<file path="config.mk">
export PLATFORM = sky130hd
export DESIGN_NAME = held_key_list_compacting_core_flat
export DESIGN_NICKNAME = d
export VERILOG_FILES = /design/src/rtl/hklc_pkg.sv /design/src/rtl/hklc_if.sv /design/src/rtl/held_key_list_compacting_core.sv /design/src/rtl/hklc_cell.sv /design/src/flat_wrapper.sv
export SDC_FILE = /design/constraint.sdc
export NUM_CORES = 1
export LEC_CHECK = 0
export BUFFER_PORTS_ARGS = -buffer_cell sky130_fd_sc_hd__buf_4
export CORE_MARGIN = 5
export CORE_UTILIZATION = 61
export DETAILED_ROUTE_END_ITERATION = 8
export PLACE_DENSITY = 0.8
export SYNTH_ARGS = -nofsm -noshare
export SYNTH_HDL_FRONTEND = slang
export SYNTH_SLANG_ARGS = --single-unit
</file>
<file path="constraint.sdc">
create_clock -name clk -period 4.4 [get_ports clk]
set_input_delay 1.1 -clock clk [delete_from_list [all_inputs] [get_ports clk]]
set_output_delay 1.1 -clock clk [all_outputs]
set_load 0.1 [all_outputs]
</file>
<file path="src/rtl/hklc_pkg.sv">
// ----------------------------------------------------------------------------
// hklc_pkg: shared definitions for the held key list
// Operation codes, result kinds and the cell control group.
// ----------------------------------------------------------------------------
package hklc_pkg;

  localparam int unsigned OP_BITS    = 2;
  localparam int unsigned KIND_BITS  = 3;
  localparam int unsigned KEY_W      = 16;
  localparam int unsigned HCOUNT_W   = 4;

  localparam logic [OP_BITS-1:0] OP_ADD     = 2'd0;
  localparam logic [OP_BITS-1:0] OP_REMOVE  = 2'd1;
  localparam logic [OP_BITS-1:0] OP_RELEASE = 2'd2;

  localparam logic [KIND_BITS-1:0] KIND_ADDED     = 3'd0;
  localparam logic [KIND_BITS-1:0] KIND_OVERFLOW  = 3'd1;
  localparam logic [KIND_BITS-1:0] KIND_REMOVED   = 3'd2;
  localparam logic [KIND_BITS-1:0] KIND_NOT_FOUND = 3'd3;
  localparam logic [KIND_BITS-1:0] KIND_RELEASE   = 3'd4;
  localparam logic [KIND_BITS-1:0] KIND_EMPTY     = 3'd5;

  typedef struct packed {
    logic shift;
    logic load;
  } cell_ctrl_t;

endpackage

</file>
<file path="src/rtl/hklc_if.sv">
// ----------------------------------------------------------------------------
// hklc_if: item channels of the held key list
// Valid/ready channels for operation items and result items.
// ----------------------------------------------------------------------------
interface hklc_in_if;
  import hklc_pkg::*;

  logic                valid;
  logic                ready;
  logic [OP_BITS-1:0]  op;
  logic [KEY_W-1:0]    key_id;

  modport source (output valid, output op, output key_id, input ready);
  modport sink   (input valid, input op, input key_id, output ready);
endinterface

interface hklc_out_if;
  import hklc_pkg::*;

  logic                 valid;
  logic                 ready;
  logic [KIND_BITS-1:0] kind;
  logic [KEY_W-1:0]     out_key;
  logic [HCOUNT_W-1:0]  held_count;
  logic                 last;

  modport source (output valid, output kind, output out_key, output held_count,
                  output last, input ready);
  modport sink   (input valid, input kind, input out_key, input held_count,
                  input last, output ready);
endinterface

</file>
<file path="src/rtl/held_key_list_compacting_core.sv">
// ----------------------------------------------------------------------------
// held_key_list_compacting_core: ordered list of held keys with compaction
// A row of DEPTH cells with the list head in cell 0; adds, removes and
// releases the held keys and reports each operation as result items.
// ----------------------------------------------------------------------------
// An add is answered directly: the result is available in the cycle after
// the item is accepted. A remove rotates the list once through the head cell,
// one entry per cycle, and its result follows once the rotation has passed
// every held entry. A release-all shifts one entry out of the head cell per
// cycle and emits one result item per cycle while the output is taken, one
// item per held entry. The block works on one item at a time and accepts
// the next item once the last result of the previous one has been taken.
module held_key_list_compacting_core #(
  parameter int unsigned DEPTH    = 8,
  parameter int unsigned KEY_BITS = 16
) (
  input  logic         clk,
  input  logic         rst_n,
  hklc_in_if.sink      in_chan,
  hklc_out_if.source   out_chan
);
  import hklc_pkg::*;

  localparam int unsigned KW = (KEY_BITS < KEY_W) ? KEY_BITS : KEY_W;
  localparam int unsigned CW = $clog2(DEPTH + 1);

  typedef enum logic [2:0] {
    S_IDLE = 3'b001,
    S_SCAN = 3'b010,
    S_REL  = 3'b100
  } state_t;

  function automatic logic [HCOUNT_W-1:0] to_cnt4(input logic [CW-1:0] c);
    logic [CW+HCOUNT_W-1:0] x;
    x = {{HCOUNT_W{1'b0}}, c};
    return x[HCOUNT_W-1:0];
  endfunction

  function automatic logic [KEY_W-1:0] to_key16(input logic [KW-1:0] k);
    logic [KW+KEY_W-1:0] x;
    x = {{KEY_W{1'b0}}, k};
    return x[KEY_W-1:0];
  endfunction

  state_t               state_r, state_nxt;
  logic [CW-1:0]        count_r, count_nxt;
  logic [CW-1:0]        steps_r, steps_nxt;
  logic                 found_r, found_nxt;
  logic [KW-1:0]        key_r, key_nxt;
  logic                 out_valid_r, out_valid_nxt;
  logic [KIND_BITS-1:0] out_kind_r, out_kind_nxt;
  logic [KEY_W-1:0]     out_key_r, out_key_nxt;
  logic [HCOUNT_W-1:0]  out_count_r, out_count_nxt;
  logic                 out_last_r, out_last_nxt;

  logic                 in_acc;
  logic                 out_free;
  logic [KW-1:0]        in_key;
  logic [KW-1:0]        head;
  logic [CW-1:0]        count_inc;
  logic [CW-1:0]        count_dec;
  logic                 add_wr;
  logic                 scan_step;
  logic                 rel_step;
  logic                 discard;
  logic [KW-1:0]        load_data;
  logic [KW-1:0]        cell_q [DEPTH];

  assign in_chan.ready = (state_r == S_IDLE) && !out_valid_r;
  assign in_acc        = in_chan.valid && in_chan.ready;
  assign out_free      = !out_valid_r || out_chan.ready;
  assign in_key        = in_chan.key_id[KW-1:0];
  assign head          = cell_q[0];
  assign count_inc     = count_r + 1'b1;
  assign count_dec     = count_r - 1'b1;
  assign load_data     = add_wr ? in_key : head;

  always_comb begin
    state_nxt     = state_r;
    count_nxt     = count_r;
    steps_nxt     = steps_r;
    found_nxt     = found_r;
    key_nxt       = key_r;
    out_valid_nxt = out_valid_r && !out_chan.ready;
    out_kind_nxt  = out_kind_r;
    out_key_nxt   = out_key_r;
    out_count_nxt = out_count_r;
    out_last_nxt  = out_last_r;
    add_wr        = 1'b0;
    scan_step     = 1'b0;
    rel_step      = 1'b0;
    discard       = 1'b0;
    case (state_r)
      S_IDLE: begin
        if (in_acc) begin
          case (in_chan.op)
            OP_ADD: begin
              out_valid_nxt = 1'b1;
              out_key_nxt   = to_key16(in_key);
              out_last_nxt  = 1'b1;
              if (count_r < CW'(DEPTH)) begin
                add_wr        = 1'b1;
                count_nxt     = count_inc;
                out_kind_nxt  = KIND_ADDED;
                out_count_nxt = to_cnt4(count_inc);
              end else begin
                out_kind_nxt  = KIND_OVERFLOW;
                out_count_nxt = to_cnt4(count_r);
              end
            end
            OP_REMOVE: begin
              key_nxt   = in_key;
              steps_nxt = count_r;
              found_nxt = 1'b0;
              state_nxt = S_SCAN;
            end
            OP_RELEASE: begin
              if (count_r == '0) begin
                out_valid_nxt = 1'b1;
                out_kind_nxt  = KIND_EMPTY;
                out_key_nxt   = '0;
                out_count_nxt = '0;
                out_last_nxt  = 1'b1;
              end else begin
                state_nxt = S_REL;
              end
            end
            default: begin
            end
          endcase
        end
      end
      S_SCAN: begin
        if (steps_r == '0) begin
          out_valid_nxt = 1'b1;
          out_kind_nxt  = found_r ? KIND_REMOVED : KIND_NOT_FOUND;
          out_key_nxt   = to_key16(key_r);
          out_count_nxt = to_cnt4(count_r);
          out_last_nxt  = 1'b1;
          state_nxt     = S_IDLE;
        end else begin
          scan_step = 1'b1;
          discard   = !found_r && (head == key_r);
          steps_nxt = steps_r - 1'b1;
          if (discard) begin
            found_nxt = 1'b1;
            count_nxt = count_dec;
          end
        end
      end
      S_REL: begin
        if (out_free) begin
          rel_step      = 1'b1;
          out_valid_nxt = 1'b1;
          out_kind_nxt  = KIND_RELEASE;
          out_key_nxt   = to_key16(head);
          out_count_nxt = to_cnt4(count_dec);
          out_last_nxt  = (count_r == CW'(1));
          count_nxt     = count_dec;
          if (count_r == CW'(1)) begin
            state_nxt = S_IDLE;
          end
        end
      end
      default: begin
        state_nxt = S_IDLE;
      end
    endcase
  end

  for (genvar i = 0; i < DEPTH; i++) begin : g_cell
    cell_ctrl_t    ctrl;
    logic [KW-1:0] upper;

    assign ctrl.shift = scan_step || rel_step;
    assign ctrl.load  = (add_wr && (count_r == CW'(i))) ||
                        (scan_step && !discard && (count_r == CW'(i + 1)));
    if (i == DEPTH - 1) begin : g_top
      assign upper = '0;
    end else begin : g_mid
      assign upper = cell_q[i + 1];
    end

    hklc_cell #(
      .KW (KW)
    ) u_cell (
      .clk        (clk),
      .ctrl       (ctrl),
      .load_data  (load_data),
      .shift_data (upper),
      .data_q     (cell_q[i])
    );
  end

  always_ff @(posedge clk) begin
    if (!rst_n) begin
      state_r     <= S_IDLE;
      count_r     <= '0;
      steps_r     <= '0;
      found_r     <= 1'b0;
      out_valid_r <= 1'b0;
    end else begin
      state_r     <= state_nxt;
      count_r     <= count_nxt;
      steps_r     <= steps_nxt;
      found_r     <= found_nxt;
      out_valid_r <= out_valid_nxt;
    end
  end

  always_ff @(posedge clk) begin
    key_r       <= key_nxt;
    out_kind_r  <= out_kind_nxt;
    out_key_r   <= out_key_nxt;
    out_count_r <= out_count_nxt;
    out_last_r  <= out_last_nxt;
  end

  assign out_chan.valid      = out_valid_r;
  assign out_chan.kind       = out_kind_r;
  assign out_chan.out_key    = out_key_r;
  assign out_chan.held_count = out_count_r;
  assign out_chan.last       = out_last_r;

  a_count_bound : assert property (@(posedge clk) disable iff (!rst_n)
    count_r <= CW'(DEPTH))
    else $error("held entry count exceeds the list depth");

  a_rel_nonempty : assert property (@(posedge clk) disable iff (!rst_n)
    (state_r == S_REL) |-> (count_r != '0))
    else $error("release in progress on an empty list");

  a_scan_steps : assert property (@(posedge clk) disable iff (!rst_n)
    (state_r == S_SCAN) |-> (steps_r <= count_r))
    else $error("remove scan has more steps left than held entries");

  a_rel_done : assert property (@(posedge clk) disable iff (!rst_n)
    ((state_r == S_REL) && rel_step && (count_r == CW'(1))) |=>
      ((state_r == S_IDLE) && (count_r == '0) && out_chan.last))
    else $error("release did not finish with the last item and an empty list");

endmodule

</file>
<file path="src/rtl/hklc_cell.sv">
// ----------------------------------------------------------------------------
// hklc_cell: one entry of the held key row
// Holds one key; loads a new key, takes its upper neighbour's key or holds.
// ----------------------------------------------------------------------------
module hklc_cell #(
  parameter int unsigned KW = 16
) (
  input  logic                clk,
  input  hklc_pkg::cell_ctrl_t ctrl,
  input  logic [KW-1:0]       load_data,
  input  logic [KW-1:0]       shift_data,
  output logic [KW-1:0]       data_q
);
  import hklc_pkg::*;

  logic [KW-1:0] data_r;
  logic [KW-1:0] data_nxt;

  always_comb begin
    data_nxt = data_r;
    if (ctrl.load) begin
      data_nxt = load_data;
    end else if (ctrl.shift) begin
      data_nxt = shift_data;
    end
  end

  always_ff @(posedge clk) begin
    data_r <= data_nxt;
  end

  assign data_q = data_r;

endmodule

</file>
<file path="src/flat_wrapper.sv">
// flat-port wrapper written by rule: the top's interface ports become plain ports
module held_key_list_compacting_core_flat import hklc_pkg::*;
#(
  parameter int unsigned DEPTH    = 8,
  parameter int unsigned KEY_BITS = 16
)
  (clk, rst_n, in_chan_valid, in_chan_op, in_chan_key_id, in_chan_ready, out_chan_valid, out_chan_kind, out_chan_out_key, out_chan_held_count, out_chan_last, out_chan_ready);
  hklc_in_if in_chan_i ();
  hklc_out_if out_chan_i ();
  input  logic clk;
  input  logic rst_n;
  input wire logic [$bits(in_chan_i.valid)-1:0] in_chan_valid;
  input wire logic [$bits(in_chan_i.op)-1:0] in_chan_op;
  input wire logic [$bits(in_chan_i.key_id)-1:0] in_chan_key_id;
  output wire logic [$bits(in_chan_i.ready)-1:0] in_chan_ready;
  output wire logic [$bits(out_chan_i.valid)-1:0] out_chan_valid;
  output wire logic [$bits(out_chan_i.kind)-1:0] out_chan_kind;
  output wire logic [$bits(out_chan_i.out_key)-1:0] out_chan_out_key;
  output wire logic [$bits(out_chan_i.held_count)-1:0] out_chan_held_count;
  output wire logic [$bits(out_chan_i.last)-1:0] out_chan_last;
  input wire logic [$bits(out_chan_i.ready)-1:0] out_chan_ready;
  assign in_chan_i.valid = in_chan_valid;
  assign in_chan_i.op = in_chan_op;
  assign in_chan_i.key_id = in_chan_key_id;
  assign in_chan_ready = in_chan_i.ready;
  assign out_chan_valid = out_chan_i.valid;
  assign out_chan_kind = out_chan_i.kind;
  assign out_chan_out_key = out_chan_i.out_key;
  assign out_chan_held_count = out_chan_i.held_count;
  assign out_chan_last = out_chan_i.last;
  assign out_chan_i.ready = out_chan_ready;
  held_key_list_compacting_core #(.DEPTH(DEPTH), .KEY_BITS(KEY_BITS)) u_core (.clk(clk), .rst_n(rst_n), .in_chan(in_chan_i), .out_chan(out_chan_i));
endmodule
</file>
==> results of run 1 <==
power groups by stage:
stage / clock (µW) / sequential, µW / combinational (µW)
2_1_floorplan: 0 / 2170 / 211
3_3_place_gp: 0 / 1990 / 506
3_5_place_dp: 0 / 1990 / 519
4_1_cts: 1500 / 1960 / 524
5_1_grt: 1580 / 1960 / 552
6_report: 1480 / 1960 / 524
cell usage after synthesis (all sizes together), types with 3 or more instances:
cell type  instances
edfxtp           168
xor2              16
mux2             128
a21oi             14
o21ai             19
nor2b              4
buf               15
clkbuf            10
dfxtp             13
nand3              5
nor4               3
mux2i              4
ha                 8
nand2b             5
nor2              31
nor3b              5
a222oi            16
nor3               7
a31oi              4
inv               44
or2                3
nand2             34
final cells by class:
cell class / count / area, µm²
repair buffers: 52 / 390
multi-input cells: 332 / 3120
flip-flops and latches: 181 / 5310
clock inverters: 15 / 154
fillers: 879 / 4200
inverters: 44 / 165
clock buffers: 17 / 425
well taps: 180 / 225
logic make-up (layout without fill, tap and decap cells):
kind of cell / after synthesis / in the layout
AOI/OAI and AO/OA: 70 / 70
xor gates and xnor gates: 16 / 16
adders and majority gates: 8 / 8
buffers and inverters: 69 / 128
DFF: 181 / 181
muxes: 132 / 132
and+or+nand+nor: 106 / 106
flip-flops by register name, indices dropped and copies added (netlist names):
| name | cells |
|---|---|
| u_core.count_r | 4 |
| u_core.found_r | 1 |
| u_core.g_cell.u_cell.data_q | 128 |
| u_core.key_r | 16 |
| u_core.out_chan.held_count | 4 |
| u_core.out_chan.kind | 3 |
| u_core.out_chan.last | 1 |
| u_core.out_chan.out_key | 16 |
| u_core.out_chan.valid | 1 |
| u_core.state_r | 3 |
| u_core.steps_r | 4 |
routing by layer:
layer	track usage	up-vias	part of all wire
met4	0.0685	0	0.0097
li1	-	2285	-
met3	0.0446	13	0.070
met2	0.345	200	0.51
met1	0.259	2506	0.41
met5	0	-	0
worst max-delay path, stage by stage, from the launching register on:
cell and delay, ps:
edfxtp_1 440, xor2_1 200, nor4_1 480, and4_1 330
a211o_1 600, o31a_1 240, buf_4 220, nand2_1 420
worst paths after layout:
check	endpoint	start	slack, ps
worst max-delay path	u_core.g_cell[7].u_cell.data_q[14]$_SDFFCE_PN0P_	u_core.g_cell[0].u_cell.data_q[9]$_DFFE_PP_	1060
worst min register to register	u_core.steps_r[2]$_SDFFE_PN0P_	u_core.steps_r[2]$_SDFFE_PN0P_	530
worst min-delay path	u_core.steps_r[2]$_SDFFE_PN0P_	u_core.steps_r[2]$_SDFFE_PN0P_	530
worst max register to register	u_core.g_cell[7].u_cell.data_q[14]$_SDFFCE_PN0P_	u_core.g_cell[0].u_cell.data_q[9]$_DFFE_PP_	1060
through the flow:
stage | util | worst slack, ps | area, µm² | hold WS, ps
3_5_place_dp | 0.658 | 1130 | 9210 | 522
6_report | 0.700 | 1060 | 9790 | 533
4_1_cts | 0.700 | 1070 | 9790 | 533
2_1_floorplan | - | 256 | 8750 | 479
5_1_grt | 0.700 | 831 | 9790 | 553
3_3_place_gp | 0.658 | 1210 | 9210 | 489
placed cells by master, fill, tap and decap left out, types with 3 or more instances in the layout:
master | netlist | final
ha_1 | 8 | 8
nand2b_1 | 5 | 5
buf_4 | 3 | 52
nor2b_1 | 4 | 4
nor3_1 | 7 | 7
nor3b_1 | 4 | 4
clkinv_4 | 0 | 4
mux2_2 | 48 | 48
clkbuf_16 | 0 | 17
xor2_1 | 16 | 16
mux2i_1 | 4 | 4
nand2_1 | 34 | 34
dfxtp_1 | 13 | 13
mux2_4 | 80 | 80
o21ai_0 | 12 | 12
a21oi_1 | 14 | 14
a31oi_1 | 4 | 4
inv_6 | 0 | 4
nor4_1 | 3 | 3
nand3_1 | 4 | 4
nor2_1 | 31 | 31
a222oi_1 | 16 | 16
or2_2 | 3 | 3
clkinv_1 | 0 | 3
inv_1 | 44 | 44
o21ai_4 | 7 | 7
edfxtp_1 | 168 | 168
==> flow_summary.yaml, run 1 <==
die:
  placementRows: 43
  io_pins: 48
  die-width_um: 130
  start_util: 0.626
  core_area_um2: 14000
  die_y_um: 130
  die_area_um2: 16800
cts:
  cts_buffers: 17
  cts.path.max_buffers: 2
  cts_setup_buffers: 0
  clk_latency_ps: 430
  tritoncts: "done"
  cts_sinks: 181
  hold_buffers: 0
  cts_resized: 0
  htree_levels: 4
  cts_root_buffer: "clkbuf_16"
  clkSlewWorstSetupHoldPaths_ps: 70
sta:
  period_share: 0.760
  rsz0062_at_grt: "no"
  slew-limit-headroom: 0.398
  slew_violations: 0
  setup_viol: 0
  timing.setup.tns_ps: 0
  worst_pin_slew_ps: 903
  max_freq_mhz: 299
  min_period_ps: 3340
  hold_violations: 0
  skew_ps: 13.3
pwr:
  comb_power_share: 0.132
  internal_power_uw: 2910
  seqPwrFrac: 0.494
  ir_drop_v: 0.000325
  clkPwrFrac: 0.374
  powerDensity_nw_per_um2: 405
  power_leakage_uw: 0.00370
  power_uw: 3970
  swShare: 0.266
  switching_power_uw: 1060
route:
  num_vias: 5004
  first_iter_violations: 530
  avgViaCountPerCell: 6.10
  first_pass_iters: 8
  wl_per_cell_um: 19.6
  wl_mm: 16.1
  drc_errors: 0
  ant_nets: 0
global_route:
  grt_use_total: 0.202
  grt_pass1_vias: 5154
  antenna_found_initial: 0
  grt_overflow: 0
  grt_first_pass_wirelength_mm: 26.4
  grt_start_max_net_pins: 25
synthesis:
  synthFlopType: "edfxtp_1"
  synth_fp_nets: 612
  yosysSeqAreaShare: 0.606
  avgSynthCellArea_um2: 15.0
  synth_top_area_frac: 0.576
  synthMuxAreaShare: 0.204
  ys_seq_elements: 181
  synth_async_sr_flop_share: 0
  yosys-top-cells-area: "edfxtp_1 58%, mux2_4 14%, mux2_2 6.2%"
  synth_fa_ha_area_frac: 0.0114
  synth_top_family_by_area: "multiplexers"
  yosysTopAreaCell: "edfxtp_1"
  synth_cells: 582
  yosysWarnings: 0
  ys_types: 48
  yosys.area_share.simple: 0.0590
  synth-compound-area-share: 0.0649
  yosys.area_share.xor_xnor: 0.0160
  synth_edf_count: 168
  syn_area_um2: 8750
placement:
  hpwl_mm: 11.2
  dp_cells: 789
  portBuffers: 47
  gp_congestion: 0.866
run_status:
  status: "complete, no violations"
worst_setup_path:
  path_class: "flop to flop"
  r2r.worst_path.cells: 7
  cp_data_arrival_time_ps: 3360
  required_ps: 4420
  worstSetupEndpointType: "flop"
  cp_max_fo: 17
  critPathLaunchType: "flop"
final_layout:
  drive_gt1_frac: 0.346
  finalNetCount: 658
  antennaDiodeCount: 0
  syn_to_final_growth_pct: 11.9
  final_cell_count_no_fill: 821
job:
  drv_cap: 0
hold_path:
  hold_depth: 2
  hp-class: "flop to flop"
(Power assumes the default switching activity.)
==> run 2: changes to the inputs <==
==> constraint.sdc (replaced) <==
create_clock -name clk -period 3.1 [get_ports clk]
set_input_delay 0.775 -clock clk [delete_from_list [all_inputs] [get_ports clk]]
set_output_delay 0.775 -clock clk [all_outputs]
set_load 0.1 [all_outputs]
==> run 2 against run 1 <==
Final cell count grew 1.3%. Sequential power grew 42%. Total power grew 39%. First-iteration DRC count shrank 0.38%. Critical path type unchanged. Largest cell class unchanged.
==> flow_summary.yaml, run 2 (synthesis gave the netlist of run 1 again) <==
run_status:
  status: "complete, no violations"
worst_setup_path:
  worstSetupStartpoint: "u_core.g_cell[0].u_cell.data_q[11]$_DFFE_PP_"
  required_ps: 3270
  timing.rr.start: "u_core.g_cell[0].u_cell.data_q[11]$_DFFE_PP_"
  rrSetupSlack_ps: 360
  worstReg2RegEnd: "u_core.g_cell[5].u_cell.data_q[1]$_DFFE_PP_"
  cp_max_fo: 16
  endpoint: "u_core.g_cell[5].u_cell.data_q[1]$_DFFE_PP_"
  worstSetupEndpointType: "flop"
  r2r.worst_path.cells: 7
  cp_data_arrival_time_ps: 2910
  path_class: "flop to flop"
  critPathLaunchType: "flop"
pwr:
  swShare: 0.267
  seqPwrFrac: 0.504
  internal_power_uw: 4040
  ir_drop_v: 0.000458
  power_leakage_uw: 0.00375
  clkPwrFrac: 0.361
  comb_power_share: 0.135
  powerDensity_nw_per_um2: 559
  switching_power_uw: 1470
cts:
  tritoncts: "done"
  clkSlewWorstSetupHoldPaths_ps: 70
  hold_buffers: 0
  cts_sinks: 181
  htree_levels: 4
  cts_root_buffer: "clkbuf_16"
  cts_buffers: 17
  cts.path.max_buffers: 2
  clk_latency_ps: 430
  cts_resized: 0
  cts_setup_buffers: 0
route:
  first_iter_violations: 528
  first_pass_iters: 9
  num_vias: 4977
  wl_per_cell_um: 18.9
  drc_errors: 0
  ant_nets: 0
  wl_mm: 15.7
  avgViaCountPerCell: 5.98
placement:
  preCtsSetupSlack_ps: 339
  portBuffers: 47
  gp_congestion: 0.861
  hpwl_mm: 11.0
hold_path:
  hp-class: "input pin to flop"
sta:
  rsz0062_at_grt: "no"
  skew_ps: 6.49
  worst_pin_slew_ps: 1230
  max_freq_mhz: 365
  postLayoutSetupSlackWorst_ps: 362
  slew-limit-headroom: 0.180
  timing.setup.tns_ps: 0
  min_period_ps: 2740
  setup_viol: 0
  hold_violations: 0
  period_share: 0.883
  slew_violations: 0
die:
  start_util: 0.626
  die_area_um2: 16800
  die_y_um: 130
  placementRows: 43
  io_pins: 48
  core_area_um2: 14000
  die-width_um: 130
final_layout:
  layout_commonest_cell: "edfxtp_1"
  layout_common_cells: "168 x edfxtp_1, 80 x mux2_4, 62 x buf_4, 48 x mux2_2, 44 x inv_1"
  antennaDiodeCount: 0
  syn_to_final_growth_pct: 12.5
  finalNetCount: 669
  drive_gt1_frac: 0.357
  nFillCells: 944
  largest_reg_flops: 128
global_route:
  grt_start_max_net_pins: 25
  grt_overflow: 0
  grt_first_pass_wirelength_mm: 25.5
  antenna_found_initial: 0
  grt_pass1_vias: 5011
  grt_use_total: 0.195
job:
  drv_cap: 0
-- run 2: cell types whose count changed in the layout (fill, tap and decap cells not counted) --
cell,change
clkinv_2,+4
clkbuf_1,+1
clkinvlp_4,+2
inv_6,-3
clkinv_1,-1
buf_4,+10
buf_12,+1
bufinv_16,-1
clkinv_4,-2
-- run 2: final cells by class --
| class | instances | area, µm² | share of cell area |
|---|---|---|---|
| clock buffers | 18 | 429 | 0.0436 |
| clock inverters | 14 | 111 | 0.0113 |
| inverters | 44 | 165 | 0.0168 |
| multi-input cells | 332 | 3120 | 0.317 |
| flip-flops and latches | 181 | 5310 | 0.539 |
| well taps | 180 | 225 | 0.0229 |
| repair buffers | 63 | 485 | 0.0493 |
-- run 2: power groups by stage --
stage | clock network [µW] | logic (µW) | registers, µW
floorplan | 0 | 302 | 3090
global placement | 0 | 724 | 2820
detailed placement | 0 | 739 | 2830
CTS | 2000 | 743 | 2780
global route | 2120 | 780 | 2780
finish | 1990 | 745 | 2780
-- run 2: metal layers --
| metal | up-vias | wire length, µm | global-route usage | share of wire |
|---|---|---|---|---|
| li1 | 2301 | - | - | - |
| met1 | 2446 | 6710 | 0.254 | 0.43 |
| met2 | 207 | 7680 | 0.324 | 0.49 |
| met3 | 23 | 1120 | 0.0418 | 0.071 |
| met4 | 0 | 241 | 0.0733 | 0.015 |
| met5 | - | 0 | 0 | 0 |
-- run 2: worst min path at each step --
stage / end / cells past startpoint / slack [ps] / start
floorplan: u_core.steps_r[2]$_SDFFE_PN0P_ / 2 / 480 / u_core.steps_r[2]$_SDFFE_PN0P_
global placement: u_core.steps_r[2]$_SDFFE_PN0P_ / 2 / 490 / u_core.steps_r[2]$_SDFFE_PN0P_
detailed placement: u_core.steps_r[1]$_SDFFE_PN0P_ / 2 / 530 / u_core.steps_r[1]$_SDFFE_PN0P_
CTS: u_core.key_r[11]$_DFFE_PP_ / 1 / 530 / in_chan_key_id[11]
global route: u_core.key_r[11]$_DFFE_PP_ / 1 / 520 / in_chan_key_id[11]
finish: u_core.key_r[14]$_DFFE_PP_ / 1 / 540 / in_chan_key_id[14]
-- run 2: critical path: stages (launching register included) --
cell and delay [ps]:
edfxtp_1 420, xor2_1 220, nor4_1 90, and4_1 250
a211o_1 350, buf_12 170, o21ai_4 540, mux2_2 430
-- run 2: stage by stage --
step,power [µW],utilization,std cells,hold WS [ps],cell area [µm²]
final,5510,0.704,832,545,9850
after global routing,5680,0.704,832,522,9850
after CTS,5520,0.704,832,526,9850
after detailed placement,3570,0.665,800,530,9310
after global placement,3550,0.665,800,489,9310
after floorplan,3390,-,582,479,8760
